--- config.mk ---
export PLATFORM = sky130hd
export DESIGN_NAME = mqtt_connect_publish_parser
export DESIGN_NICKNAME = d
export VERILOG_FILES = /design/src/rtl/core/mcpp_pkg.sv /design/src/rtl/core/mcpp_decoder.sv /design/src/rtl/core/mqtt_connect_publish_parser.sv
export SDC_FILE = /design/constraint.sdc
export NUM_CORES = 1
export LEC_CHECK = 0
export BUFFER_PORTS_ARGS = -buffer_cell sky130_fd_sc_hd__buf_2
export CAP_MARGIN = 40
export CORE_MARGIN = 5
export CORE_UTILIZATION = 38
export CTS_BUF_LIST = sky130_fd_sc_hd__clkbuf_8
export DETAILED_ROUTE_END_ITERATION = 6
export PLACE_DENSITY = 0.52
export SYNTH_ARGS = -nofsm -noshare
export SYNTH_HDL_FRONTEND = slang
export SYNTH_SLANG_ARGS = --single-unit
--- constraint.sdc ---
create_clock -name clock -period 12.65 [get_ports clock]
set_input_delay 1.265 -clock clock [delete_from_list [all_inputs] [get_ports clock]]
set_output_delay 1.265 -clock clock [all_outputs]
set_load 0.05 [all_outputs]
--- src/rtl/core/mcpp_pkg.sv ---
// Shared types and constants for the MQTT CONNECT/PUBLISH header parser.
// Holds the request and response transaction structs, field tags and flag positions.
// Depends on nothing.
`default_nettype none

package mcpp_pkg;

   localparam int unsigned MAX_LENGTH_BYTES_DEFAULT = 4;

   typedef struct packed {
      logic [7:0] frame_byte;
      logic       frame_start;
   } req_type;

   typedef struct packed {
      logic [4:0]  field_tag;
      logic [27:0] field_value;
      logic        frame_last;
      logic        frame_error;
   } rsp_type;

   // Field tags reported with each byte.
   localparam logic [4:0] TAG_NONE       = 5'd0;
   localparam logic [4:0] TAG_TYPE       = 5'd1;
   localparam logic [4:0] TAG_LENGTH     = 5'd2;
   localparam logic [4:0] TAG_PROTO_LEN  = 5'd3;
   localparam logic [4:0] TAG_LEVEL      = 5'd5;
   localparam logic [4:0] TAG_FLAGS      = 5'd6;
   localparam logic [4:0] TAG_KEEP_ALIVE = 5'd7;
   localparam logic [4:0] TAG_CLIENT_LEN = 5'd8;
   localparam logic [4:0] TAG_WTOPIC_LEN = 5'd10;
   localparam logic [4:0] TAG_WMSG_LEN   = 5'd12;
   localparam logic [4:0] TAG_USER_LEN   = 5'd14;
   localparam logic [4:0] TAG_PASS_LEN   = 5'd16;
   localparam logic [4:0] TAG_TOPIC_LEN  = 5'd18;
   localparam logic [4:0] TAG_PACKET_ID  = 5'd20;
   localparam logic [4:0] TAG_PAYLOAD    = 5'd21;
   localparam logic [4:0] TAG_BODY       = 5'd22;

   // Control packet types that get a structured walk.
   localparam logic [3:0] KIND_CONNECT = 4'd1;
   localparam logic [3:0] KIND_PUBLISH = 4'd3;

   // Bit positions in the CONNECT flags byte.
   localparam int unsigned CFLAG_WILL     = 2;
   localparam int unsigned CFLAG_PASSWORD = 6;
   localparam int unsigned CFLAG_USER     = 7;

   // Length-prefixed strings in the order they can appear.
   typedef enum logic [2:0] {
      STR_PROTO,
      STR_CLIENT,
      STR_WILL_TOPIC,
      STR_WILL_MSG,
      STR_USER,
      STR_PASS,
      STR_TOPIC
   } str_sel_type;

   // Tag of a string's length field; its data bytes use the next tag up.
   function automatic logic [4:0] str_len_tag(input str_sel_type sel);
      logic [4:0] tag;
      case (sel)
         STR_PROTO:      tag = TAG_PROTO_LEN;
         STR_CLIENT:     tag = TAG_CLIENT_LEN;
         STR_WILL_TOPIC: tag = TAG_WTOPIC_LEN;
         STR_WILL_MSG:   tag = TAG_WMSG_LEN;
         STR_USER:       tag = TAG_USER_LEN;
         STR_PASS:       tag = TAG_PASS_LEN;
         STR_TOPIC:      tag = TAG_TOPIC_LEN;
         default:        tag = TAG_BODY;
      endcase
      return tag;
   endfunction

endpackage

`default_nettype wire

--- src/rtl/core/mcpp_decoder.sv ---
// Per-byte parse state and decode logic for the MQTT header parser.
// Holds the frame walk state and produces one response for each stepped byte.
// Depends on mcpp_pkg.
`default_nettype none

module mcpp_decoder #(
   parameter int unsigned MAX_LENGTH_BYTES = mcpp_pkg::MAX_LENGTH_BYTES_DEFAULT
) (
   input  wire logic             clock,
   input  wire logic             reset,
   input  wire logic             step_valid,
   input  wire mcpp_pkg::req_type step_item,
   output mcpp_pkg::rsp_type     step_result
);

   typedef enum logic [3:0] {
      PH_IDLE,
      PH_VARINT,
      PH_LEVEL,
      PH_FLAGS,
      PH_KA_H,
      PH_KA_L,
      PH_STR_H,
      PH_STR_L,
      PH_STR_DATA,
      PH_PI_H,
      PH_PI_L,
      PH_PAY,
      PH_BODY
   } phase_type;

   typedef struct packed {
      phase_type             phase;
      mcpp_pkg::str_sel_type sel;
   } next_type;

   phase_type             phase_ff, phase_in;
   mcpp_pkg::str_sel_type sel_ff, sel_in;
   logic [3:0]            kind_ff, kind_in;
   logic [1:0]            qos_ff, qos_in;
   logic [7:0]            flags_ff, flags_in;
   logic [27:0]           acc_ff, acc_in;
   logic [1:0]            vidx_ff, vidx_in;
   logic [15:0]           field_left_ff, field_left_in;
   logic [7:0]            high_ff, high_in;
   logic [27:0]           frame_left_ff, frame_left_in;

   logic [7:0]            byte_v;
   logic [27:0]           group;
   logic [27:0]           acc_sum;
   logic                  varint_done;
   logic [27:0]           frame_dec;
   logic [15:0]           str_len;
   logic                  str_over;
   logic [15:0]           field_use;
   logic [15:0]           field_dec;
   next_type              nxt;
   mcpp_pkg::rsp_type     res;

   function automatic next_type after_user(input logic [7:0] flags);
      next_type n;
      n.sel   = mcpp_pkg::STR_PASS;
      n.phase = flags[mcpp_pkg::CFLAG_PASSWORD] ? PH_STR_H : PH_BODY;
      return n;
   endfunction

   function automatic next_type after_will(input logic [7:0] flags);
      next_type n;
      if (flags[mcpp_pkg::CFLAG_USER]) begin
         n.sel   = mcpp_pkg::STR_USER;
         n.phase = PH_STR_H;
      end else begin
         n = after_user(flags);
      end
      return n;
   endfunction

   // Where the walk goes once a string (length and data) is finished.
   function automatic next_type next_after(input mcpp_pkg::str_sel_type sel,
                                           input logic [7:0] flags,
                                           input logic [1:0] qos);
      next_type n;
      n.sel   = sel;
      n.phase = PH_BODY;
      case (sel)
         mcpp_pkg::STR_PROTO: begin
            n.phase = PH_LEVEL;
         end
         mcpp_pkg::STR_CLIENT: begin
            if (flags[mcpp_pkg::CFLAG_WILL]) begin
               n.sel   = mcpp_pkg::STR_WILL_TOPIC;
               n.phase = PH_STR_H;
            end else begin
               n = after_will(flags);
            end
         end
         mcpp_pkg::STR_WILL_TOPIC: begin
            n.sel   = mcpp_pkg::STR_WILL_MSG;
            n.phase = PH_STR_H;
         end
         mcpp_pkg::STR_WILL_MSG: begin
            n = after_will(flags);
         end
         mcpp_pkg::STR_USER: begin
            n = after_user(flags);
         end
         mcpp_pkg::STR_TOPIC: begin
            n.phase = (qos != 2'd0) ? PH_PI_H : PH_PAY;
         end
         default: begin
            n.phase = PH_BODY;
         end
      endcase
      return n;
   endfunction

   assign byte_v = step_item.frame_byte;

   // Place the 7-bit group of this length byte; groups never overlap.
   always_comb begin
      case (vidx_ff)
         2'd0:    group = {21'd0, byte_v[6:0]};
         2'd1:    group = {14'd0, byte_v[6:0], 7'd0};
         2'd2:    group = {7'd0, byte_v[6:0], 14'd0};
         2'd3:    group = {byte_v[6:0], 21'd0};
         default: group = '0;
      endcase
   end

   assign acc_sum     = acc_ff + group;
   assign varint_done = !byte_v[7]
                        || (({1'b0, vidx_ff} + 3'd1) >= 3'(MAX_LENGTH_BYTES))
                        || (vidx_ff == 2'd3);
   assign frame_dec   = (frame_left_ff != '0) ? frame_left_ff - 28'd1 : '0;
   assign str_len     = {high_ff, byte_v};
   assign str_over    = {12'd0, str_len} > frame_dec;
   assign field_use   = str_over ? frame_dec[15:0] : str_len;
   assign field_dec   = (field_left_ff != '0) ? field_left_ff - 16'd1 : '0;
   assign nxt         = next_after(sel_ff, flags_ff, qos_ff);

   always_comb begin
      phase_in      = phase_ff;
      sel_in        = sel_ff;
      kind_in       = kind_ff;
      qos_in        = qos_ff;
      flags_in      = flags_ff;
      acc_in        = acc_ff;
      vidx_in       = vidx_ff;
      field_left_in = field_left_ff;
      high_in       = high_ff;
      frame_left_in = frame_left_ff;
      res           = '0;

      if (step_item.frame_start) begin
         // A control byte always opens a new frame, abandoning any old one.
         kind_in         = byte_v[7:4];
         qos_in          = byte_v[2:1];
         flags_in        = '0;
         acc_in          = '0;
         vidx_in         = '0;
         field_left_in   = '0;
         high_in         = '0;
         frame_left_in   = '0;
         phase_in        = PH_VARINT;
         res.field_tag   = mcpp_pkg::TAG_TYPE;
         res.field_value = {24'd0, byte_v[7:4]};
      end else if (phase_ff == PH_IDLE) begin
         res.frame_error = 1'b1;
      end else if (phase_ff == PH_VARINT) begin
         acc_in = acc_sum;
         if (varint_done) begin
            res.field_tag   = mcpp_pkg::TAG_LENGTH;
            res.field_value = acc_sum;
            frame_left_in   = acc_sum;
            if (acc_sum == '0) begin
               res.frame_last = 1'b1;
               phase_in       = PH_IDLE;
            end else if (kind_ff == mcpp_pkg::KIND_CONNECT) begin
               phase_in = PH_STR_H;
               sel_in   = mcpp_pkg::STR_PROTO;
            end else if (kind_ff == mcpp_pkg::KIND_PUBLISH) begin
               phase_in = PH_STR_H;
               sel_in   = mcpp_pkg::STR_TOPIC;
            end else begin
               phase_in = PH_BODY;
            end
         end else begin
            vidx_in = vidx_ff + 2'd1;
         end
      end else begin
         frame_left_in = frame_dec;
         case (phase_ff)
            PH_LEVEL: begin
               res.field_tag   = mcpp_pkg::TAG_LEVEL;
               res.field_value = {20'd0, byte_v};
               phase_in        = PH_FLAGS;
            end
            PH_FLAGS: begin
               res.field_tag   = mcpp_pkg::TAG_FLAGS;
               res.field_value = {20'd0, byte_v};
               flags_in        = byte_v;
               phase_in        = PH_KA_H;
            end
            PH_KA_H: begin
               high_in  = byte_v;
               phase_in = PH_KA_L;
            end
            PH_KA_L: begin
               res.field_tag   = mcpp_pkg::TAG_KEEP_ALIVE;
               res.field_value = {12'd0, str_len};
               phase_in        = PH_STR_H;
               sel_in          = mcpp_pkg::STR_CLIENT;
            end
            PH_PI_H: begin
               high_in  = byte_v;
               phase_in = PH_PI_L;
            end
            PH_PI_L: begin
               res.field_tag   = mcpp_pkg::TAG_PACKET_ID;
               res.field_value = {12'd0, str_len};
               phase_in        = PH_PAY;
            end
            PH_PAY: begin
               res.field_tag   = mcpp_pkg::TAG_PAYLOAD;
               res.field_value = {20'd0, byte_v};
            end
            PH_STR_H: begin
               high_in  = byte_v;
               phase_in = PH_STR_L;
            end
            PH_STR_L: begin
               // An overlong string is reported as sent, then clipped to the frame.
               res.field_tag   = mcpp_pkg::str_len_tag(sel_ff);
               res.field_value = {12'd0, str_len};
               res.frame_error = str_over;
               field_left_in   = field_use;
               if (field_use != '0) begin
                  phase_in = PH_STR_DATA;
               end else begin
                  phase_in = nxt.phase;
                  sel_in   = nxt.sel;
               end
            end
            PH_STR_DATA: begin
               res.field_tag   = mcpp_pkg::str_len_tag(sel_ff) + 5'd1;
               res.field_value = {20'd0, byte_v};
               field_left_in   = field_dec;
               if (field_dec == '0) begin
                  phase_in = nxt.phase;
                  sel_in   = nxt.sel;
               end
            end
            default: begin
               res.field_tag   = mcpp_pkg::TAG_BODY;
               res.field_value = {20'd0, byte_v};
               phase_in        = PH_BODY;
            end
         endcase
         if (frame_dec == '0) begin
            res.frame_last = 1'b1;
            phase_in       = PH_IDLE;
         end
      end
   end

   assign step_result = res;

   always_ff @(posedge clock) begin
      if (reset) begin
         phase_ff      <= PH_IDLE;
         sel_ff        <= mcpp_pkg::STR_PROTO;
         kind_ff       <= '0;
         qos_ff        <= '0;
         flags_ff      <= '0;
         acc_ff        <= '0;
         vidx_ff       <= '0;
         field_left_ff <= '0;
         high_ff       <= '0;
         frame_left_ff <= '0;
      end else if (step_valid) begin
         phase_ff      <= phase_in;
         sel_ff        <= sel_in;
         kind_ff       <= kind_in;
         qos_ff        <= qos_in;
         flags_ff      <= flags_in;
         acc_ff        <= acc_in;
         vidx_ff       <= vidx_in;
         field_left_ff <= field_left_in;
         high_ff       <= high_in;
         frame_left_ff <= frame_left_in;
      end
   end

   // String data is only walked while bytes of it remain.
   assert property (@(posedge clock) disable iff (reset)
      phase_ff == PH_STR_DATA |-> field_left_ff != '0)
      else $error("string data phase with no bytes left");

   // The byte that ends a frame leaves the parser waiting for a new frame.
   assert property (@(posedge clock) disable iff (reset)
      step_valid && step_result.frame_last |=> phase_ff == PH_IDLE)
      else $error("parser not idle after last byte of frame");

   // An untagged error only comes from a stray byte outside any frame.
   assert property (@(posedge clock) disable iff (reset)
      step_valid && step_result.frame_error && step_result.field_tag == mcpp_pkg::TAG_NONE
      |-> phase_ff == PH_IDLE && !step_item.frame_start)
      else $error("untagged error while inside a frame");

endmodule

`default_nettype wire

--- src/rtl/core/mqtt_connect_publish_parser.sv ---
// Top level of the MQTT CONNECT/PUBLISH header parser.
// Input register, per-byte decoder and output register; depends on mcpp_pkg and mcpp_decoder.
`default_nettype none

// The parser takes one MQTT frame byte per transaction, with frame_start set on the
// control byte, and returns exactly one response per byte: a field tag, the decoded
// value, a last-of-frame mark and an error mark. It sustains one byte per clock cycle
// while the response side does not stall; a byte is loaded into the input register
// when its request is accepted, and its response into the output register when it is
// decoded. The rate is set by the parse state update, which is combinational and covers
// a whole byte. Stall on the response side backs up through both registers, so up to
// two bytes are held in flight.

module mqtt_connect_publish_parser #(
   parameter int unsigned MAX_LENGTH_BYTES = mcpp_pkg::MAX_LENGTH_BYTES_DEFAULT
) (
   input  wire logic         clock,
   input  wire logic         reset,
   input  wire logic         req_valid,
   output logic              req_stall,
   input  wire mcpp_pkg::req_type req_data,
   output logic              rsp_valid,
   input  wire logic         rsp_stall,
   output mcpp_pkg::rsp_type rsp_data
);

   logic              in_valid_ff, in_valid_in;
   mcpp_pkg::req_type in_data_ff;
   logic              out_valid_ff, out_valid_in;
   mcpp_pkg::rsp_type out_data_ff;
   logic              req_take;
   logic              step;
   mcpp_pkg::rsp_type step_result;

   // The held byte is decoded when the output register is free or being emptied.
   assign step      = in_valid_ff && (!out_valid_ff || !rsp_stall);
   assign req_stall = in_valid_ff && !step;
   assign req_take  = req_valid && !req_stall;

   assign in_valid_in  = req_take || (in_valid_ff && !step);
   assign out_valid_in = step || (out_valid_ff && rsp_stall);

   mcpp_decoder #(
      .MAX_LENGTH_BYTES(MAX_LENGTH_BYTES)
   ) u_decoder (
      .clock      (clock),
      .reset      (reset),
      .step_valid (step),
      .step_item  (in_data_ff),
      .step_result(step_result)
   );

   always_ff @(posedge clock) begin
      if (reset) begin
         in_valid_ff  <= 1'b0;
         out_valid_ff <= 1'b0;
      end else begin
         in_valid_ff  <= in_valid_in;
         out_valid_ff <= out_valid_in;
      end
   end

   always_ff @(posedge clock) begin
      if (req_take) begin
         in_data_ff <= req_data;
      end
      if (step) begin
         out_data_ff <= step_result;
      end
   end

   assign rsp_valid = out_valid_ff;
   assign rsp_data  = out_data_ff;

   // A byte blocked in the input register stays there unchanged.
   assert property (@(posedge clock) disable iff (reset)
      in_valid_ff && !step |=> in_valid_ff && $stable(in_data_ff))
      else $error("input register lost a blocked byte");

   // Every accepted request lands in the input register.
   assert property (@(posedge clock) disable iff (reset)
      req_valid && !req_stall |=> in_valid_ff)
      else $error("accepted request not captured");

   // Every decoded byte shows up as a response on the next cycle.
   assert property (@(posedge clock) disable iff (reset)
      step |=> rsp_valid)
      else $error("decoded byte produced no response");

endmodule

`default_nettype wire
==> results.md <==
- Antenna-violating nets left: 0
- Synthesized netlist cell count: 1303
- Critical path capture point type: flip-flop
- Initial DRC Count: 984
- Drt pass-1 iters: 5
- Row Count: 60
- Primary FF master, synth: dfxtp_1
- Synth top area cells: dfxtp_1 20%, edfxtp_1 13%, ha_1 6.7%
- Hold-fix buffers, CTS: 0
- Post_cts resized: 0
- R2r worst-path depth: 16
- Tot GR Track Use: 0.226
- RSZ-0062 raised after global routing: false
- Die area: 30400 µm²
- Synthesis-to-finish area growth: 9.90%
- Fin crit period: 5.54 ns
- Clk pwr share: 0.266
- Worst Hold Endpoint: u_decoder.kind_ff[3]
- # setup viols final: 0
- Worst slew pin tran: 0.854 ns
- Period utilization: 0.438
- Fmax: 181 MHz
- Slew Viols, Final: 0
- H-tree Lvls: 4
- FF-to-FF setup slack: 7.11 ns
- Clk Latency, worst-skew pair: 0.48 ns
- Residual DRC count: 0
- CTS tree: yes
- Io pins: 50
- Min Hold Slack: 0.458 ns
- Worst-path clk slew: 0.10 ns
- Synth top area share: 0.195
- Routability cong.: 0.919
- Gr ovfl total: 0
- FFs w/ async S/R, synth: 0
- Hold Startpoint: u_decoder.kind_ff[3]
- Distinct cell type count after synthesis: 81
- Worst hold path type: flip-flop to flip-flop
- Maximum VDD drop: 69.3 µV
- Sequential power share: 0.347
- Max Fanout on Critical Path: 9
- Gate power share: 0.387
- Final setup TNS: 0 ns
- Max-Cap Viols: 0
- Post-CTS setup buffers: 0
- Initial antenna violation count: 0
- Seq/Total Area, Yosys: 0.324
- Total area of sequential cells: 3320 µm²
- Final #Nets: 1389
- Power Total: 1.49 mW
- Layout cells sized above 1: 0.0953
- Synthesized Nets: 1372
- Outcome: finished clean
- Switching Share: 0.425
- Clk_skew: 0.0133 ns
- Core Box Area: 26800 µm²
- Met1 Use GR: 0.322
- CP startpoint kind: flip-flop
- Synth Cell Area: 10300 µm²
- Number of synthesized flops with an enable pin: 44
- WL final: 34.9 mm
- Maximum clock path buffer count: 2
- Yosys reg bits: 144
- Met3 Resource Use GR: 0.0450
- Worst R2R End: u_decoder.sel_ff[2]
- WL/cell: 20.8 µm
- WP data required: 13.02 ns
- Vias: 10100
- DP HPWL: 25.0 mm
- FILL cells: 2795
- Sw Pwr: 634 µW
- DIE WIDTH: 174 µm
- CTS buffer count: 17
- Pwr Density: 132 nW/µm²
- Hold Path Stages: 2
- First-pass GRT wire length: 55.0 mm
- Diode count: 0
- Largest net degree at the start of global routing: 54
- Final hold vios: 0
- Starting Density: 0.383
- Root Driver: clkbuf_8
- Worst Path Class, Setup: flip-flop to flip-flop
- Vias in the first global route: 9423
- Clock Sinks: 144
- Slew headroom: 0.416
- Crit path DAT: 5.90 ns
- Reg-to-Reg Start: u_decoder.frame_left_ff[12]
- Pint: 856 µW
- Vias per inst: 6.02
- Syn Area/Cell: 7.88 µm²
- Die extent in y: 174 µm
- Routing usage on met2: 0.352
- Synth warn: 0
- Leakage: 4.37 nW
- Multi-input logic area: 6540 µm²
- Top Usage Layer GRT: met2
- Yosys top cell by area: dfxtp_1
- Port buffer count: 49
cells in the final DEF, fill, tap and decap left out, drive strengths merged, types with 15 or more instances in the layout:
| cell | n |
|---|---|
| inv | 44 |
| nor3 | 32 |
| nand2 | 118 |
| buf | 71 |
| o22ai | 15 |
| nand4 | 21 |
| nor4 | 30 |
| a21oi | 91 |
| a21o | 19 |
| clkbuf | 17 |
| nor2 | 172 |
| nand2b | 18 |
| o21ai | 93 |
| o211ai | 15 |
| edfxtp | 44 |
| nor2b | 16 |
| a22oi | 55 |
| ha | 55 |
| a22o | 15 |
| or3 | 18 |
| xnor2 | 23 |
| and2 | 39 |
| dfxtp | 100 |
| nand3 | 29 |
| mux2i | 16 |
| xor2 | 15 |
sequential cells by signal, summed over array words and instances, names as in the netlist, 2 cells and up:
signal / cells
rsp_data: 35
u_decoder.acc_ff: 28
u_decoder.frame_left_ff: 28
u_decoder.field_left_ff: 16
in_data_ff: 9
u_decoder.high_ff: 8
u_decoder.kind_ff: 4
u_decoder.phase_ff: 4
u_decoder.flags_ff: 3
u_decoder.sel_ff: 3
u_decoder.qos_ff: 2
u_decoder.vidx_ff: 2
power groups by stage:
stage | Sequential, mW | Clock (mW) | Combinational, mW
after floorplan | 0.530 | 0 | 0.411
final | 0.517 | 0.397 | 0.576
after global routing | 0.519 | 0.422 | 0.641
after global placement | 0.527 | 0 | 0.559
after CTS | 0.516 | 0.404 | 0.569
after detailed placement | 0.526 | 0 | 0.565
area by class of cell:
class / instances / area share
flip-flops and latches: 144 / 0.295
well taps: 341 / 0.0378
clock inverters: 15 / 0.0152
repair buffers: 72 / 0.0395
clock buffers: 17 / 0.0207
inverters: 37 / 0.0123
multi-input cells: 1048 / 0.580
cell families after synthesis:
| group | Yosys count | share of synthesized area |
|---|---|---|
| flip-flops | 144 | 0.324 |
| multiplexers | 19 | 0.0189 |
| XOR/XNOR | 38 | 0.0324 |
| AND/OR/NAND/NOR | 536 | 0.257 |
| AO/OA/AOI/OAI | 398 | 0.256 |
| adder cells (fa/ha/maj) | 57 | 0.0700 |
| buffers and inverters | 111 | 0.0418 |
cell usage after synthesis (4+ instances only):
cell	n
a32o_1	4
o211ai_1	15
and2_1	39
o32ai_1	4
xnor2_1	23
nand2b_1	18
nor2_1	171
xor2_1	15
nand3b_1	8
nor2b_1	16
ha_1	55
o21a_1	11
or3_1	17
a22oi_1	55
edfxtp_1	44
clkbuf_1	68
nor3_1	32
inv_1	36
o21ai_1	4
nand3_1	29
dfxtp_1	100
and3_1	6
a31oi_1	9
a311oi_1	5
or2_2	4
a21o_1	19
nand4_1	21
a2111oi_0	4
a221oi_1	8
nor3b_1	5
or4_1	7
mux2i_1	16
o31ai_1	4
a211oi_1	9
o21ai_0	89
nand2_1	118
a32oi_1	4
a21oi_1	90
o22ai_1	15
a22o_1	15
a21boi_0	6
nor4_1	29
worst max-delay path, stage by stage, from the launching register on:
cell	delay [ns]
dfxtp_1	0.37
or4_4	0.56
or4_4	0.47
or3_4	0.42
or4_1	0.73
nand2_1	0.19
ha_1	0.26
a21o_1	0.17
a221o_1	0.32
a221oi_1	0.41
nand3_1	0.17
nand2_1	0.18
nor4_1	0.08
a211o_1	0.29
a221oi_2	0.30
o21ai_1	0.17
mux2_1	0.34
worst max-delay path by stage:
| stage | start | end | slack, ns | depth (start not counted) |
|---|---|---|---|---|
| 4_1_cts | u_decoder.frame_left_ff[12] | u_decoder.sel_ff[2] | 7.18 | 16 |
| 6_report | u_decoder.frame_left_ff[12] | u_decoder.sel_ff[2] | 7.11 | 16 |
| 5_1_grt | u_decoder.frame_left_ff[12] | u_decoder.sel_ff[2] | 6.92 | 16 |
| 3_5_place_dp | u_decoder.frame_left_ff[12] | u_decoder.sel_ff[2] | 7.21 | 16 |
| 3_3_place_gp | u_decoder.frame_left_ff[12] | u_decoder.sel_ff[2] | 7.26 | 16 |
| 2_1_floorplan | u_decoder.frame_left_ff[12] | u_decoder.sel_ff[2] | 7.71 | 17 |
per-layer routing:
layer  share of wire  up-vias
li1                -     4875
met1            0.47     4799
met2            0.44      355
met3           0.069       45
met4           0.019        0
met5               0        -
metrics by stage:
| stage | instances | util | setup WS (ns) | cell area, µm² |
|---|---|---|---|---|
| after floorplan | 1303 | - | 7.71 | 10300 |
| after global placement | 1635 | 0.403 | 7.26 | 10800 |
| after detailed placement | 1642 | 0.406 | 7.21 | 10900 |
| after CTS | 1674 | 0.421 | 7.18 | 11300 |
| after global routing | 1674 | 0.421 | 6.92 | 11300 |
| final | 1674 | 0.421 | 7.11 | 11300 |
Note: power is estimated with default switching activity, not from simulation.
